--- src/hdl/i2cscp_pkg.sv ---
// Package for the I2C slave command port: status codes, register indexes,
// configuration and result structures. No dependencies.
package i2cscp_pkg;

    localparam logic [7:0] ST_MASK    = 8'hF8;
    localparam logic [7:0] ST_RX_DATA = 8'h80;
    localparam logic [7:0] ST_STOP    = 8'hA0;
    localparam logic [7:0] ST_RD_ADDR = 8'hA8;
    localparam logic [7:0] ST_RD_ARB  = 8'hB0;
    localparam logic [7:0] ST_RD_BYTE = 8'hB8;

    localparam logic [7:0] FREQ_LIMIT   = 8'd20;
    localparam logic [6:0] FREQ_LOW_MUL = 7'd50;
    localparam logic [6:0] FREQ_HI_MUL  = 7'd100;

    localparam logic [3:0] READ_MAX  = 4'd8;
    localparam logic [3:0] READ_MIN  = 4'd1;
    localparam logic [3:0] READ_NONE = 4'd0;

    localparam int CFG_IDX_W = 2;
    localparam logic [CFG_IDX_W-1:0] CFG_FREQ_CODE  = 2'd0;
    localparam logic [CFG_IDX_W-1:0] CFG_READ_BYTES = 2'd1;
    localparam logic [CFG_IDX_W-1:0] CFG_READ_COUNT = 2'd2;

    typedef struct packed {
        logic [7:0]  freq_code;
        logic [63:0] read_bytes;
        logic [3:0]  read_count;
    } cfg_t;

    typedef struct packed {
        logic        ack;
        logic        tx_valid;
        logic [7:0]  tx_byte;
        logic        command_done;
        logic [7:0]  command_out;
        logic [4:0]  param_total;
        logic        freq_valid;
        logic [14:0] freq_value;
    } result_t;

endpackage

--- src/hdl/i2cscp_cfg_regs.sv ---
// Configuration registers of the I2C slave command port.
// Depends on i2cscp_pkg for register indexes and the cfg_t structure.
module i2cscp_cfg_regs
    import i2cscp_pkg::*;
(
    input  logic                 clk,
    input  logic                 rst_n,
    input  logic                 cfg_write,
    input  logic [CFG_IDX_W-1:0] cfg_index,
    input  logic [63:0]          cfg_data,
    output cfg_t                 cfg
);

    cfg_t cfg_reg;
    cfg_t cfg_next;

    always_comb
    begin
        cfg_next = cfg_reg;
        if (cfg_write)
        begin
            case (cfg_index)
                CFG_FREQ_CODE:  cfg_next.freq_code  = cfg_data[7:0];
                CFG_READ_BYTES: cfg_next.read_bytes = cfg_data;
                CFG_READ_COUNT: cfg_next.read_count = cfg_data[3:0];
                default:        cfg_next = cfg_reg;
            endcase
        end
    end

    always_ff @(posedge clk or negedge rst_n)
    begin
        if (!rst_n)
        begin
            cfg_reg.freq_code  <= 8'd0;
            cfg_reg.read_bytes <= 64'd0;
            cfg_reg.read_count <= READ_MAX;
        end
        else
        begin
            cfg_reg <= cfg_next;
        end
    end

    assign cfg = cfg_reg;

endmodule

--- src/hdl/i2cscp_event_unit.sv ---
// Per-event logic of the I2C slave command port: write and read state and the
// result of one bus event. Depends on i2cscp_pkg.
module i2cscp_event_unit
    import i2cscp_pkg::*;
#(
    parameter int PARAM_DEPTH = 16
)
(
    input  logic       clk,
    input  logic       rst_n,
    input  logic       fire,
    input  logic [7:0] status,
    input  logic [7:0] rx,
    input  cfg_t       cfg,
    output result_t    res
);

    localparam int CNT_W = $clog2(PARAM_DEPTH + 1);
    localparam logic [CNT_W-1:0] CNT_MAX = CNT_W'(PARAM_DEPTH);

    // Only the first parameter byte is ever used, so only it is stored.
    logic             in_write_reg, in_write_next;
    logic [7:0]       command_reg, command_next;
    logic [7:0]       param0_reg, param0_next;
    logic [CNT_W-1:0] param_count_reg, param_count_next;
    logic [2:0]       read_index_reg, read_index_next;

    logic [7:0]       masked;
    logic [3:0]       eff_count;
    logic [2:0]       byte_index;
    logic [3:0]       index_plus;
    logic [6:0]       freq_mul;
    logic [14:0]      freq_product;
    logic [CNT_W+4:0] count_wide;

    assign masked = status & ST_MASK;

    always_comb
    begin
        if (cfg.read_count == READ_NONE)
        begin
            eff_count = READ_MIN;
        end
        else if (cfg.read_count > READ_MAX)
        begin
            eff_count = READ_MAX;
        end
        else
        begin
            eff_count = cfg.read_count;
        end
    end

    assign byte_index   = (masked == ST_RD_BYTE) ? read_index_reg : 3'd0;
    assign index_plus   = {1'b0, byte_index} + 4'd1;
    assign freq_mul     = (param0_reg <= FREQ_LIMIT) ? FREQ_LOW_MUL : FREQ_HI_MUL;
    assign freq_product = 15'({7'd0, param0_reg} * {8'd0, freq_mul});
    assign count_wide   = {5'd0, param_count_reg};

    always_comb
    begin
        in_write_next    = in_write_reg;
        command_next     = command_reg;
        param0_next      = param0_reg;
        param_count_next = param_count_reg;
        read_index_next  = read_index_reg;
        res              = '0;
        res.ack          = 1'b1;

        case (masked)
            ST_RX_DATA:
            begin
                if (!in_write_reg)
                begin
                    command_next  = rx;
                    in_write_next = 1'b1;
                end
                else if (param_count_reg < CNT_MAX)
                begin
                    if (param_count_reg == '0)
                    begin
                        param0_next = rx;
                    end
                    param_count_next = param_count_reg + 1'b1;
                end
            end
            ST_STOP:
            begin
                if (in_write_reg)
                begin
                    res.command_done = 1'b1;
                    res.command_out  = command_reg;
                    res.param_total  = count_wide[4:0];
                    if (command_reg == cfg.freq_code)
                    begin
                        res.freq_valid = 1'b1;
                        res.freq_value = freq_product;
                    end
                end
                in_write_next    = 1'b0;
                param_count_next = '0;
            end
            ST_RD_ADDR, ST_RD_ARB, ST_RD_BYTE:
            begin
                res.tx_valid = 1'b1;
                res.tx_byte  = cfg.read_bytes[{byte_index, 3'b000} +: 8];
                if (index_plus >= eff_count)
                begin
                    res.ack         = 1'b0;
                    read_index_next = 3'd0;
                end
                else
                begin
                    read_index_next = index_plus[2:0];
                end
            end
            default:
            begin
                res.ack = 1'b1;
            end
        endcase
    end

    always_ff @(posedge clk or negedge rst_n)
    begin
        if (!rst_n)
        begin
            in_write_reg    <= 1'b0;
            command_reg     <= 8'd0;
            param0_reg      <= 8'd0;
            param_count_reg <= '0;
            read_index_reg  <= 3'd0;
        end
        else if (fire)
        begin
            in_write_reg    <= in_write_next;
            command_reg     <= command_next;
            param0_reg      <= param0_next;
            param_count_reg <= param_count_next;
            read_index_reg  <= read_index_next;
        end
    end

    a_count_bound: assert property (@(posedge clk) disable iff (!rst_n)
        param_count_reg <= CNT_MAX)
        else $error("parameter count above store depth");

    a_count_needs_write: assert property (@(posedge clk) disable iff (!rst_n)
        !in_write_reg |-> param_count_reg == '0)
        else $error("parameters counted outside a write");

    a_stop_clears: assert property (@(posedge clk) disable iff (!rst_n)
        fire && masked == ST_STOP |=> !in_write_reg && param_count_reg == '0)
        else $error("stop did not end the write");

endmodule

--- src/hdl/i2c_slave_command_port.sv ---
// Top level of the I2C slave command port: input register, event unit and
// result register. Depends on i2cscp_pkg, i2cscp_cfg_regs, i2cscp_event_unit.
//
//  Channel  | Handshake             | Payload
//  ---------+-----------------------+---------------------------------------------
//  input    | in_valid / in_stall   | bus_status, rx_byte
//  output   | out_valid / out_stall | ack, tx_valid, tx_byte, command_done,
//           |                       | command_out, param_total, freq_valid, freq_value
//  config   | cfg_write             | cfg_index, cfg_data
//
// One transaction can be accepted every cycle while in_stall is low; its result
// passes through the input register and then the result register to the output.
// Each event updates the command state in the same cycle that it leaves the
// input register. Reset clears the valid flags, the command state and the
// configuration and sets the read count to eight. A stalled output holds the
// result register, and the input register then holds as well, so in_stall rises once both registers are full.
module i2c_slave_command_port
    import i2cscp_pkg::*;
#(
    parameter int PARAM_DEPTH = 16
)
(
    input  logic                 clk,
    input  logic                 rst_n,
    input  logic                 in_valid,
    output logic                 in_stall,
    input  logic [7:0]           bus_status,
    input  logic [7:0]           rx_byte,
    output logic                 out_valid,
    input  logic                 out_stall,
    output logic                 ack,
    output logic                 tx_valid,
    output logic [7:0]           tx_byte,
    output logic                 command_done,
    output logic [7:0]           command_out,
    output logic [4:0]           param_total,
    output logic                 freq_valid,
    output logic [14:0]          freq_value,
    input  logic                 cfg_write,
    input  logic [CFG_IDX_W-1:0] cfg_index,
    input  logic [63:0]          cfg_data
);

    logic       in_valid_reg;
    logic [7:0] status_reg;
    logic [7:0] rx_reg;
    logic       out_valid_reg;
    result_t    result_reg;
    result_t    result_next;
    cfg_t       cfg;
    logic       advance;
    logic       take_in;

    assign advance  = !out_valid_reg || !out_stall;
    assign in_stall = in_valid_reg && !advance;
    assign take_in  = in_valid && !in_stall;

    always_ff @(posedge clk or negedge rst_n)
    begin
        if (!rst_n)
        begin
            in_valid_reg <= 1'b0;
        end
        else if (!in_valid_reg || advance)
        begin
            in_valid_reg <= in_valid;
        end
    end

    always_ff @(posedge clk)
    begin
        if (take_in)
        begin
            status_reg <= bus_status;
            rx_reg     <= rx_byte;
        end
    end

    i2cscp_cfg_regs u_cfg_regs (
        .clk       (clk),
        .rst_n     (rst_n),
        .cfg_write (cfg_write),
        .cfg_index (cfg_index),
        .cfg_data  (cfg_data),
        .cfg       (cfg)
    );

    i2cscp_event_unit #(
        .PARAM_DEPTH (PARAM_DEPTH)
    ) u_event_unit (
        .clk    (clk),
        .rst_n  (rst_n),
        .fire   (in_valid_reg && advance),
        .status (status_reg),
        .rx     (rx_reg),
        .cfg    (cfg),
        .res    (result_next)
    );

    always_ff @(posedge clk or negedge rst_n)
    begin
        if (!rst_n)
        begin
            out_valid_reg <= 1'b0;
        end
        else if (advance)
        begin
            out_valid_reg <= in_valid_reg;
        end
    end

    always_ff @(posedge clk)
    begin
        if (advance && in_valid_reg)
        begin
            result_reg <= result_next;
        end
    end

    assign out_valid    = out_valid_reg;
    assign ack          = result_reg.ack;
    assign tx_valid     = result_reg.tx_valid;
    assign tx_byte      = result_reg.tx_byte;
    assign command_done = result_reg.command_done;
    assign command_out  = result_reg.command_out;
    assign param_total  = result_reg.param_total;
    assign freq_valid   = result_reg.freq_valid;
    assign freq_value   = result_reg.freq_value;

    a_nack_only_on_send: assert property (@(posedge clk) disable iff (!rst_n)
        out_valid |-> ack || tx_valid)
        else $error("NACK without a byte to send");

    a_freq_with_done: assert property (@(posedge clk) disable iff (!rst_n)
        out_valid && freq_valid |-> command_done)
        else $error("frequency reported without a finished command");

    a_send_or_done: assert property (@(posedge clk) disable iff (!rst_n)
        out_valid |-> !(tx_valid && command_done))
        else $error("send and command end in one transaction");

    a_stall_cause: assert property (@(posedge clk) disable iff (!rst_n)
        in_stall |-> out_valid && out_stall && in_valid_reg)
        else $error("input stalled while the result register is free");

endmodule
--- config.mk ---
export PLATFORM = sky130hd
export DESIGN_NAME = i2c_slave_command_port
export DESIGN_NICKNAME = d
export VERILOG_FILES = /design/src/hdl/i2cscp_pkg.sv /design/src/hdl/i2cscp_cfg_regs.sv /design/src/hdl/i2cscp_event_unit.sv /design/src/hdl/i2c_slave_command_port.sv
export SDC_FILE = /design/constraint.sdc
export NUM_CORES = 1
export LEC_CHECK = 0
export BUFFER_PORTS_ARGS = -buffer_cell sky130_fd_sc_hd__buf_2
export CAP_MARGIN = 25
export CORE_ASPECT_RATIO = 0.6
export CORE_MARGIN = 1.5
export CORE_UTILIZATION = 50
export CTS_CLUSTER_SIZE = 12
export DETAILED_ROUTE_END_ITERATION = 6
export PLACE_DENSITY = 0.74
export SETUP_SLACK_MARGIN = 0.05
export SYNTH_ARGS = -nofsm -noshare
export SYNTH_HDL_FRONTEND = slang
export SYNTH_HIERARCHICAL = 1
export SYNTH_SLANG_ARGS = --single-unit
--- constraint.sdc ---
create_clock -name clk -period 5 [get_ports clk]
set_input_delay 0.75 -clock clk [delete_from_list [all_inputs] [get_ports clk]]
set_output_delay 0.75 -clock clk [all_outputs]
set_load 0.02 [all_outputs]
==> impl_metrics.json <==
{
  "design_area_um2": 9330,
  "clk_latency_ns": 0.43,
  "share_comb_of_total_power_pct": 14.9,
  "fmax_mhz": 212,
  "synth_area_um2": 8000,
  "cap_violations": 0,
  "post-route-drc-count": 12,
  "nNetsFinal": 835,
  "cts_made_buffers": 17,
  "dp_hpwl_mm": 12.2,
  "violations": "design-rule violations",
  "floorplan.die.height_um": 101,
  "avgSynthCellArea_um2": 14.4,
  "cp_max_fo": 10,
  "hold_viol": 0,
  "clockBufferDepth": 2,
  "grt_pass1_vias": 4926,
  "placed_area_um2": 8710,
  "setup_viol": 0,
  "cp_common_cell": "fa_1",
  "hp-class": "in2async",
  "largest_register_ffs": 76,
  "antenna_found_initial": 0,
  "die-area_um2": 16800,
  "r2r_setup_slack_ns": 0.28,
  "place_ws_ns": 0.149,
  "syn_to_final_growth_pct": 16.5,
  "postCtsHoldBufs": 0,
  "start_kind": "flip-flop",
  "p_clk_share_pct": 37.3,
  "outcome": "finished with violations",
  "grt.total_usage_pct": 20.9,
  "seq_power_share_pct": 47.8,
  "path_buf_inv": 1,
  "core_um2": 15500,
  "drt_iter0_drc": 362,
  "clock_sinks": 156,
  "cts_tree": "built",
  "grt_pass1_wl_mm": 26.4,
  "gp_congestion": 0.845,
  "cts.htree.levels": 4,
  "cp.arrival_ns": 4.88,
  "start_util_pct": 51.6,
  "vdd_ir_drop_max_uv": 205,
  "switching_share_pct": 26.7,
  "slowest_stage": "fa_1",
  "ios": 129,
  "die_x_um": 166,
  "critical_path_required_ns": 5.16,
  "io_buffer_count": 125,
  "p_sw_mw": 0.902,
  "maxSlewViolCount": 0,
  "vias_per_cell": 5.36,
  "path_delay_family": "adder cells",
  "crit_chain": "o21ai_1 -> nand2b_1 -> a2111oi_2 -> buf_4 -> and2_1 -> fa_1 -> fa_1 -> fa_1 -> ha_1 -> ha_1 -> a21oi_2 -> a21boi_0 -> o21ai_1 -> nor3b_1 -> nor3_1",
  "fin_skew_ns": 0.0142,
  "period_needed_ns": 4.72,
  "detail_route.wl_per_cell_um": 18.5,
  "rsz0062_at_grt": "false",
  "ant_nets": 0,
  "crit_path_end_kind": "flip-flop",
  "grt_max_degree": 53,
  "final-instance-count-excl-fill": 910,
  "drive_above_1_share_pct": 38.5,
  "power_density_nw_per_um2": 363,
  "vias": 4875,
  "timing.setup.tns_ns": 0,
  "yosysWarningCount": 6,
  "path_clk_slew_ns": 0.07,
  "slew_headroom_pct": 45.9,
  "fp-row-count": 35,
  "p_leak_nw": 4.48,
  "globalRouteOverflowTotal": 0,
  "place_inst": 874,
  "first_pass_iters": 6,
  "critPathMaxStageDelay_ns": 0.52,
  "p_int_mw": 2.48,
  "synth_cells": 555,
  "finalCritPeriodShare_pct": 94.4,
  "worst_pin_slew_ns": 0.808,
  "drt_wl_total_mm": 16.9,
  "critPathKind": "reg2reg",
  "power.total_mw": 3.38,
  "setup_slack_ns": 0.279,
  "clockRootBuffer": "clkbuf_16"
}
==> routing by layer <==
layer	vias to the layer above	GRT usage, %	wire (um)
met5	-	0	0
met4	0	7.76	172
met3	21	4.63	1230
met2	154	29.5	7240
met1	2411	31.4	8240
li1	2289	-	-
==> power groups by stage <==
stage	clock [mW]	combinational, mW	sequential [mW]
CTS	1.29	0.505	1.62
global route	1.34	0.545	1.64
floorplan	0	0.341	1.63
global placement	0	0.482	1.63
finish	1.26	0.504	1.62
detailed placement	0	0.500	1.64
==> layout make-up <==
class	count	area, um2
Fill cell	1205	6180
Sequential cell	156	4170
Multi-Input combinational cell	359	3520
Timing Repair Buffer	132	701
Clock buffer	18	429
Tap cell	203	254
Clock inverter	14	144
Inverter	27	101
Antenna cell	1	2.50
==> path summary, 6_finish.rpt <==
kind | from | endpoint | depth (start not counted)
worst min register to register | u_cfg_regs/cfg[5] | u_cfg_regs/cfg[5] | 1
worst max register to register | u_event_unit/param0_reg[1] | freq_value[11] | 15
max in group asynchronous | rst_n | u_cfg_regs/cfg[59] | 2
worst max-delay path | u_event_unit/param0_reg[1] | freq_value[11] | 15
worst min-delay path | rst_n | u_cfg_regs/cfg[40] | 1
min in group clk | rx_byte[6] | rx_reg[6] | 1
==> worst register-to-register path, stage by stage, from the launching register on <==
cell,delay (ns)
dfrtp_1,0.45
o21ai_1,0.21
nand2b_1,0.10
a2111oi_2,0.35
buf_4,0.21
and2_1,0.16
fa_1,0.46
fa_1,0.52
fa_1,0.49
ha_1,0.31
ha_1,0.35
a21oi_2,0.23
a21boi_0,0.15
o21ai_1,0.19
nor3b_1,0.20
nor3_1,0.07
==> metrics by stage <==
step / utilization, % / hold slack (ns)
floorplan: - / 0.454
global placement: 56.2 / 0.487
detailed placement: 56.2 / 0.492
CTS: 59.9 / 0.380
global route: 60.1 / 0.399
finish: 60.2 / 0.352
==> placed cells by master (no fill, tap or decap), types with 4 or more instances in the layout <==
| cell type | count |
|---|---|
| mux2i_1 | 16 |
| buf_2 | 124 |
| nor2b_1 | 5 |
| buf_4 | 6 |
| clkbuf_16 | 17 |
| nor3_1 | 4 |
| ha_1 | 38 |
| and2_1 | 23 |
| mux2_4 | 60 |
| a21oi_1 | 9 |
| dfrtp_1 | 102 |
| edfxtp_1 | 53 |
| nand3_1 | 9 |
| inv_6 | 5 |
| nand2_1 | 16 |
| fa_1 | 17 |
| nand2b_1 | 7 |
| o21ai_0 | 8 |
| mux2_2 | 33 |
| or3_1 | 8 |
| o221ai_1 | 8 |
| a221oi_1 | 15 |
| and3_1 | 4 |
| xor2_1 | 9 |
| nor2_1 | 17 |
| conb_1 | 11 |
| inv_1 | 27 |
==> repair_timing <==
item / 4_1_cts / 5_1_grt
endpoints found under the hold margin: 0 / 0
resized for setup: 0 / 6
buffers inserted: 0 / 2
endpoints found under the setup margin: 0 / 5
Power figures use the tool's default switching activity.
